## src/rtl/ppd_divider.sv

```systemverilog
// Iterative restoring divider, one quotient bit per cycle.
module ppd_divider #(
    parameter int W = 13
) (
    input  logic         aclk,
    input  logic         aresetn,
    input  logic         start,
    input  logic [W-1:0] dividend,
    input  logic [W-1:0] divisor,
    output logic         done,
    output logic [W-1:0] quotient,
    output logic [W-1:0] remainder
);

    localparam int CW = $clog2(W + 1);
    localparam logic [CW-1:0] LAST_STEP = CW'(W - 1);

    logic          busy_reg, busy_next;
    logic          done_reg, done_next;
    logic [CW-1:0] cnt_reg, cnt_next;
    logic [W-1:0]  rem_reg, rem_next;
    logic [W-1:0]  quo_reg, quo_next;
    logic [W-1:0]  dvs_reg, dvs_next;
    logic [W:0]    trial;
    logic [W:0]    diff;

    assign trial = {rem_reg, quo_reg[W-1]};
    assign diff  = trial - {1'b0, dvs_reg};

    always_comb begin
        busy_next = busy_reg;
        done_next = 1'b0;
        cnt_next  = cnt_reg;
        rem_next  = rem_reg;
        quo_next  = quo_reg;
        dvs_next  = dvs_reg;
        if (start) begin
            busy_next = 1'b1;
            cnt_next  = '0;
            rem_next  = '0;
            quo_next  = dividend;
            dvs_next  = divisor;
        end else if (busy_reg) begin
            if (!diff[W]) begin
                rem_next = diff[W-1:0];
                quo_next = {quo_reg[W-2:0], 1'b1};
            end else begin
                rem_next = trial[W-1:0];
                quo_next = {quo_reg[W-2:0], 1'b0};
            end
            cnt_next = cnt_reg + 1'b1;
            if (cnt_reg == LAST_STEP) begin
                busy_next = 1'b0;
                done_next = 1'b1;
            end
        end
    end

    always_ff @(posedge aclk) begin
        if (!aresetn) begin
            busy_reg <= 1'b0;
            done_reg <= 1'b0;
            cnt_reg  <= '0;
        end else begin
            busy_reg <= busy_next;
            done_reg <= done_next;
            cnt_reg  <= cnt_next;
        end
        rem_reg <= rem_next;
        quo_reg <= quo_next;
        dvs_reg <= dvs_next;
    end

    assign done      = done_reg;
    assign quotient  = quo_reg;
    assign remainder = rem_reg;

endmodule

```

## config.mk

```make
export PLATFORM = sky130hd
export DESIGN_NAME = ppd_divider
export DESIGN_NICKNAME = d
export VERILOG_FILES = /design/src/rtl/ppd_divider.sv
export SDC_FILE = /design/constraint.sdc
export NUM_CORES = 1
export LEC_CHECK = 0
export BUFFER_PORTS_ARGS = -buffer_cell sky130_fd_sc_hd__buf_2
export CAP_MARGIN = 0
export CORE_UTILIZATION = 58
export CTS_CLUSTER_DIAMETER = 100
export DETAILED_ROUTE_END_ITERATION = 8
export PLACE_DENSITY = 0.89
export SLEW_MARGIN = 15
export SYNTH_ARGS = -nofsm -noshare
export SYNTH_HDL_FRONTEND = slang
export SYNTH_SLANG_ARGS = --single-unit
```

## constraint.sdc

```tcl
create_clock -name aclk -period 7.2 [get_ports aclk]
set_clock_uncertainty 0.1 [all_clocks]
set_input_delay 0.36 -clock aclk [delete_from_list [all_inputs] [get_ports aclk]]
set_output_delay 0.36 -clock aclk [all_outputs]
set_load 0.005 [all_outputs]
```

* After elaboration in Yosys (flattened, before gate mapping)
Index checks and enable logic that the tools add are counted.
Storage, ports and cells: flip-flop bits (word level) 45, bits of input ports 29, output and inout port bits 27, word-level logic and storage cells 22
Operators by class: $add $sub $neg 2, eq/ne operators 1, mux-type cells 8, bitwise logic cells 2, reductions and logical operators 3
Operators by type and width (number):
- 13-bit 2-to-1 mux | 3
- 14-bit by 13-bit subtractor with 14-bit output | 1
- 1-bit 2-to-1 mux | 5
- 4-bit by 1-bit adder with 4-bit output, second input constant | 1
- 4-bit == test, second input constant | 1
- 3-bit OR reduction | 1
- 1-bit NOT | 2
- 2-bit nonzero test | 1
- 2-bit OR reduction | 1

* Longest topological paths before layout
Gate-level depths: netlist (run 1).
word-level depth 4, gate-level depth with buffers 10, gate-level depth less buffers 10

* Worst setup path after synthesis (run 1)
Ideal clock, no wire load.
path kind register -> register, start point register rem_reg[3] (netlist: remainder[3]), end point register rem_reg[9] (netlist: remainder[9]), library setup time 0.138 ns, data arrival time 2.365 ns, required time 6.962 ns, slack 4.598 ns, cell stages (with the launch flop) 10, path buffers 1, clock period less this slack 2.602 ns, path through dfxtp_1 ha_1 and2_4 a221oi_2 a21oi_2 or4b_4 nand4_4 buf_8 mux2i_1 a211oi_1
On the way: cells in the longest elaborated chain, start to end 2
RTL lines:
- start, declared | line 21 | logic [W-1:0] rem_reg, rem_next;
- start signal, assigned | line 69 | rem_reg <= rem_next;
- 14-bit by 13-bit subtractor with 14-bit output | line 28 | assign diff = trial - {1'b0, dvs_reg};
- 13-bit 2-to-1 mux | line 44 | if (!diff[W]) begin
Every way passes these cells. A chain may end at the register's enable or synchronous reset.

* Worst setup path after layout (run 1)
start point register rem_reg[9] (netlist: remainder[9]), end point register quo_reg[0] (netlist: quotient[0]) (data pin)
On the way: cells in the longest elaborated chain, start to end 4
RTL lines:
- 14-bit by 13-bit subtractor with 14-bit output | line 28
- 1-bit 2-to-1 mux | line 44
- 13-bit 2-to-1 mux | line 43 | end else if (busy_reg) begin
- 13-bit 2-to-1 mux | line 37 | if (start) begin
- net quo_next[0] | line 22 | logic [W-1:0] quo_reg, quo_next;
- end signal, assigned | line 70 | quo_reg <= quo_next;
- end, declared | line 22
The timed path passes the listed nets, and every way through them passes these cells. The select of a mux whose other input is x is not followed.

==> flow_metrics.py, run 1 <==
metrics = {
    "run_status": {
        "status": "complete, no violations",
    },
    "worst_setup_path": {
        "worstReg2RegStart": "remainder[9]",
        "cp-start-kind": "flip-flop",
        "slowest_delay_ps": 390,
        "ff2ff_setup_slack_ps": 4390,
        "critPathRequiredTime_ps": 7160,
        "ff2ff_path_depth": 7,
        "r2r_end": "quotient[0]",
        "worstSetupEndpointType": "flip-flop",
        "setup.worst_path.end": "quotient[0]",
        "criticalPathCategory": "flip-flop to flip-flop",
        "cpLargestDelayFamily": "multiplexers",
        "cp-startpoint": "remainder[9]",
        "critical_path_arrival_ps": 2760,
        "path_depth": 7,
        "cp_slowest_cell": "sky130_fd_sc_hd__ha_1",
        "critical_path.cell_chain": "ha_1 > a21oi_1 > o21ai_0 > a21oi_1 > mux2i_1 > nand4_4 > mux2_2",
        "worst-path-max-fanout": 17,
        "critPathBufInv": 0,
        "critPathMostFrequentCell": "sky130_fd_sc_hd__a21oi_1",
    },
    "timing": {
        "clock.fmax_mhz": 356,
        "timing.final.max_slew_violations": 0,
        "fin_setup_tns_ps": 0,
        "fin_hold_ws_ps": 130,
        "finalCriticalPeriod_ps": 2810,
        "setup_viol": 0,
        "maxSlewHeadroom": 0.448,
        "number_of_hold_violations_in_the_final_report": 0,
        "worstMarginPinSlew_ps": 828,
        "finalWorstSetupSlack_ps": 4390,
        "rsz_0062_raised_after_global_routing": "false",
        "period_share": 0.390,
    },
    "power": {
        "power.ir.vdd_worst_v": 0.000160,
        "leakagePower_nw": 1.25,
        "power.density_cell_area_nw_per_um2": 240,
    },
    "drt": {
        "route.antenna.remaining_nets": 0,
        "detailroute.via_count": 1831,
        "dr.first_iter.drc_count": 144,
        "route.detailed.vias_per_inst": 5.52,
        "route.detailed.drc": 0,
        "first_pass_iters": 4,
        "post_drt_wl_per_cell_um": 13.9,
        "routed_wl_mm": 4.62,
    },
    "clocking": {
        "cts_tree": "yes",
        "hold_buffers": 0,
        "cts-htree-levels": 2,
        "numClockSinks": 45,
        "clockBufferDepth": 2,
        "clock_tree.root_cell": "sky130_fd_sc_hd__clkbuf_8",
        "clkTransAtPathRegs_ps": 80,
        "cts-resized-gates": 0,
        "number_of_buffers_inserted_during_clock_tree_synthesis": 5,
        "clock_latency_ps": 300,
        "cts_post_setup_buffers_inserted": 0,
    },
    "placed_design": {
        "hpwl_detailed_mm": 3.42,
        "dpl.cell_count": 324,
        "detailed_place.area_um2": 2760,
        "dpl_worst_slack_ps": 4410,
        "placement.io_buffers": 55,
        "globalplace.congestion": 0.863,
    },
    "die": {
        "pin_count": 56,
        "initial_cell_density_of_the_core": 0.609,
        "die_width_um": 67.0,
        "die_h_um": 67.0,
        "rows": 23,
        "design.core.area_um2": 4030,
        "die-area_um2": 4490,
    },
    "yosys": {
        "postSynthAreaPerCell_um2": 10.9,
        "synth_top_flop_cell": "sky130_fd_sc_hd__edfxtp_1",
        "async_reset_ff_frac": 0,
        "synthesis.nets": 270,
        "synth.yosys.seq_area_share": 0.473,
        "synth_warnings": 0,
        "synth.area.mux_share": 0.109,
        "synthDominantCellAreaShare": 0.318,
        "netlist_instances": 225,
        "synth_top_family_by_area": "simple AND/OR/NAND/NOR gates",
        "synth-adder-area-share": 0.0847,
        "synth_xor_area_frac": 0.0428,
        "syn-cell-area_um2": 2450,
        "synth_top_cell_by_area": "sky130_fd_sc_hd__edfxtp_1",
        "synth_simple_gate_area_frac": 0.126,
        "yosys-top-cells-area": "sky130_fd_sc_hd__edfxtp_1 (32%), sky130_fd_sc_hd__dfxtp_1 (16%), sky130_fd_sc_hd__ha_1 (7.6%)",
        "synth_compound_area_frac": 0.119,
        "synth_cell_types": 43,
        "synth_seq_cells": 45,
        "synth_enable_flop_cells": 26,
    },
    "global_route": {
        "globalRouteOverflowTotal": 0,
        "largest_net_degree_at_the_start_of_global_routing": 41,
        "grt_pass1_vias": 1710,
        "grt_util_all_layers": 0.225,
        "global_route_wire_length_before_repair_mm": 7.36,
        "antenna_found_initial": 0,
    },
    "cells_and_area": {
        "layout.cells.most_common": "sky130_fd_sc_hd__buf_2",
        "final_layout_size_suffix_gt1_frac": 0.298,
        "nNetsFinal": 326,
        "final_cell_area_um2": 2870,
        "area.growth.synth_to_final_pct": 17.0,
        "num_antenna_cells": 0,
        "nFillCells": 303,
        "finalNonFillerCells": 332,
        "layout.cells.most_common_list": "sky130_fd_sc_hd__buf_2 (55), sky130_fd_sc_hd__edfxtp_1 (26), sky130_fd_sc_hd__nor2_1 (24)",
    },
    "run": {
        "timing.max_cap.violations": 0,
    },
    "hold_path": {
        "hold_path_class": "input pin to flip-flop",
        "timing.hold.worst_path_depth": 1,
    },
}
## synth_stat cells, drive strengths merged (4+ instances only)
cell and n:
mux2 13, nor2b 4, nand3 6, nand2 9, clkbuf 4, inv 20, a21oi 12, a211oi 11
nor2 24, dfxtp 19, edfxtp 26, xnor2 8, ha 15, xor2 4, mux2i 12
## worst reg2reg max path, stage by stage (launching register included)
cell and delay (ps):
sky130_fd_sc_hd__dfxtp_1 350, sky130_fd_sc_hd__ha_1 390, sky130_fd_sc_hd__a21oi_1 200, sky130_fd_sc_hd__o21ai_0 140
sky130_fd_sc_hd__a21oi_1 330, sky130_fd_sc_hd__mux2i_1 330, sky130_fd_sc_hd__nand4_4 340, sky130_fd_sc_hd__mux2_2 380
## report_power, final
| group | leakage (nW) | switching, mW | internal [mW] | total, mW |
|---|---|---|---|---|
| combinational | 0.780 | 0.0981 | 0.0902 | 0.188 |
| clock | 0.0518 | 0.0851 | 0.102 | 0.187 |
| sequential | 0.414 | 0.0158 | 0.299 | 0.314 |
## metrics by stage
stage / total power [mW] / utilization
after floorplan: 0.461 / -
after global placement: 0.501 / 0.685
after detailed placement: 0.508 / 0.685
after CTS: 0.695 / 0.713
after global routing: 0.726 / 0.713
final: 0.690 / 0.713
## layout make-up
class | count | area, µm² | area share
clock buffer | 5 | 68.8 | 0.0240
inverter | 20 | 75.1 | 0.0261
timing repair buffer | 56 | 283 | 0.0985
clock inverter | 3 | 41.3 | 0.0144
tap | 50 | 62.6 | 0.0218
multi-input combinational | 153 | 1180 | 0.411
sequential | 45 | 1160 | 0.404
## logic make-up after synthesis
| kind of cell | Yosys count |
|---|---|
| xor gates and xnor gates | 12 |
| muxes | 25 |
| adders and majority gates | 16 |
| buffers and inverters | 27 |
| DFF | 45 |
| and+or+nand+nor | 59 |
| AOI/OAI and AO/OA | 41 |
## worst min path at each step
stage               slack [ps]         end       start
floorplan                  360  dvs_reg[0]  divisor[0]
global placement           390  cnt_reg[3]  cnt_reg[3]
detailed placement         410        done  cnt_reg[3]
CTS                        120  dvs_reg[1]  divisor[1]
global route               120  dvs_reg[1]  divisor[1]
finish                     130  dvs_reg[5]  divisor[5]
## metal layers
metal	vias to the layer above	routed length, µm	track usage
met3	7	222	0.0616
met5	-	0	0
met1	857	2090	0.274
met2	45	2240	0.378
li1	922	-	-
met4	0	63	0.0745
No activity file was read; power rests on OpenSTA's default activity.
==> inputs of run 2 (changes only) <==
- CORE_UTILIZATION: 58 -> 54
- PLACE_DENSITY: 0.89 -> 0.84
- clock period: 7.2 -> 2.9 ns (I/O delays scaled with it)
==> run 2 against run 1 <==
Global-route usage about the same; critical path depth increased by 1; cell area increased by 6.0%; wire length increased by 15%; via count increased by 6.3%; non-clock buffer count increased by 17; first-iteration DRC count increased by 6.3%; combinational power increased to 2.8 times the previous value; fmax about the same; highest routed layer unchanged.
==> flow_metrics.py, run 2 (synthesized netlist as in run 1, its figures left out) <==
metrics = {
    "global_route": {
        "antenna_found_initial": 0,
        "grt_util_all_layers": 0.225,
        "grt_pass1_vias": 1865,
        "global_route_wire_length_before_repair_mm": 8.48,
        "globalRouteOverflowTotal": 0,
        "largest_net_degree_at_the_start_of_global_routing": 32,
    },
    "placed_design": {
        "hpwl_detailed_mm": 3.48,
        "dpl_worst_slack_ps": 135,
        "placement.io_buffers": 55,
        "globalplace.congestion": 0.824,
        "dpl.cell_count": 329,
    },
    "drt": {
        "route.detailed.vias_per_inst": 5.53,
        "routed_wl_mm": 5.32,
        "detailroute.via_count": 1946,
        "route.antenna.remaining_nets": 0,
        "route.detailed.drc": 0,
        "post_drt_wl_per_cell_um": 15.1,
        "dr.first_iter.drc_count": 153,
        "first_pass_iters": 4,
    },
    "worst_setup_path": {
        "critical_path_arrival_ps": 2920,
        "cp-start-kind": "flip-flop",
        "ff2ff_path_depth": 8,
        "slowest_delay_ps": 600,
        "critPathRequiredTime_ps": 3010,
        "cp_slowest_cell": "sky130_fd_sc_hd__or4b_4",
        "worst-path-max-fanout": 9,
        "r2r_end": "remainder[12]",
        "critPathBufInv": 0,
        "cpLargestDelayFamily": "simple AND/OR/NAND/NOR gates",
        "worstReg2RegStart": "remainder[3]",
        "critical_path.cell_chain": "ha_1 > and2_4 > a221oi_2 > a21oi_2 > or4b_4 > nand4_4 > mux2i_1 > a211oi_1",
        "criticalPathCategory": "flip-flop to flip-flop",
        "ff2ff_setup_slack_ps": 90,
        "worstSetupEndpointType": "flip-flop",
    },
    "power": {
        "power.ir.vdd_worst_v": 0.000372,
        "leakagePower_nw": 1.31,
        "power.density_cell_area_nw_per_um2": 558,
        "total_power_mw": 1.70,
    },
    "cells_and_area": {
        "nNetsFinal": 344,
        "area.growth.synth_to_final_pct": 24.0,
        "num_antenna_cells": 0,
        "final_layout_size_suffix_gt1_frac": 0.303,
        "layout.cells.most_common_list": "sky130_fd_sc_hd__buf_2 (55), sky130_fd_sc_hd__edfxtp_1 (26), sky130_fd_sc_hd__nor2_1 (24)",
        "nFillCells": 307,
        "finalNonFillerCells": 352,
        "layout.cells.most_common": "sky130_fd_sc_hd__buf_2",
    },
    "timing": {
        "timing.final.max_slew_violations": 0,
        "finalWorstSetupSlack_ps": 92.0,
        "setup_viol": 0,
        "number_of_hold_violations_in_the_final_report": 0,
        "worstMarginPinSlew_ps": 543,
        "period_share": 0.968,
        "fin_hold_ws_ps": 35.0,
        "clock.fmax_mhz": 356,
        "finalCriticalPeriod_ps": 2810,
        "rsz_0062_raised_after_global_routing": "true",
        "fin_setup_tns_ps": 0,
        "maxSlewHeadroom": 0.637,
    },
    "die": {
        "die_h_um": 69.4,
        "die_width_um": 69.4,
        "pin_count": 56,
        "die-area_um2": 4820,
        "rows": 24,
        "design.core.area_um2": 4350,
        "initial_cell_density_of_the_core": 0.564,
    },
    "clocking": {
        "cts-htree-levels": 2,
        "clkTransAtPathRegs_ps": 90,
        "clock_tree.root_cell": "sky130_fd_sc_hd__clkbuf_8",
        "number_of_buffers_inserted_during_clock_tree_synthesis": 5,
        "numClockSinks": 45,
        "clockBufferDepth": 2,
        "clock_latency_ps": 300,
        "cts_tree": "yes",
    },
    "hold_path": {
        "worst_hold_start": "dividend[6]",
        "min_delay_worst_endpoint": "quotient[6]",
        "timing.hold.worst_path_depth": 2,
        "hold_path_class": "input pin to flip-flop",
    },
    "run_status": {
        "status": "complete, no violations",
    },
    "run": {
        "timing.max_cap.violations": 0,
    },
}
run 2: worst max path at each step:
stage	startpoint	endpoint	slack [ps]	cells after the start
after floorplan	remainder[3]	remainder[9]	300	9
after global placement	dvs_reg[4]	remainder[7]	200	9
after detailed placement	remainder[3]	remainder[11]	130	8
after CTS	remainder[3]	remainder[11]	120	8
after global routing	remainder[9]	remainder[12]	-30	8
final	remainder[3]	remainder[12]	90	8
run 2: per-stage QoR:
| step | util | cell area [µm²] |
|---|---|---|
| 6_report | 0.699 | 3040 |
| 5_1_grt | 0.699 | 3040 |
| 4_1_cts | 0.693 | 3020 |
| 3_5_place_dp | 0.640 | 2790 |
| 3_3_place_gp | 0.640 | 2790 |
| 2_1_floorplan | - | 2450 |
run 2: area by class of cell:
| cell class | count | area [µm²] | share of cell area |
|---|---|---|---|
| Multi-Input combinational cell | 154 | 1210 | 0.396 |
| Clock buffer | 5 | 68.8 | 0.0226 |
| Inverter | 20 | 75.1 | 0.0247 |
| Sequential cell | 45 | 1160 | 0.382 |
| Timing Repair Buffer | 73 | 445 | 0.146 |
| Clock inverter | 3 | 21.3 | 0.00699 |
| Tap cell | 52 | 65.1 | 0.0214 |
run 2: repair_timing:
action | 4_1_cts | 5_1_grt
resized for setup | 0 | 3
hold buffers | 14 | 0
endpoints found under the setup margin | 0 | 7
endpoints found under the hold margin | 14 | 0
setup buffers | 0 | 0
run 2: where the power goes:
| group | leakage, nW | switching (mW) | internal [mW] |
|---|---|---|---|
| logic | 0.853 | 0.269 | 0.249 |
| registers | 0.414 | 0.0392 | 0.741 |
| clock network | 0.0462 | 0.227 | 0.171 |
| total | 1.31 | 0.535 | 1.16 |
run 2: metal layers:
metal / GRT usage / share of wire
met3: 0.0538 / 0.048
met2: 0.376 / 0.50
met4: 0.0794 / 0.032
met1: 0.285 / 0.42
met5: 0 / 0
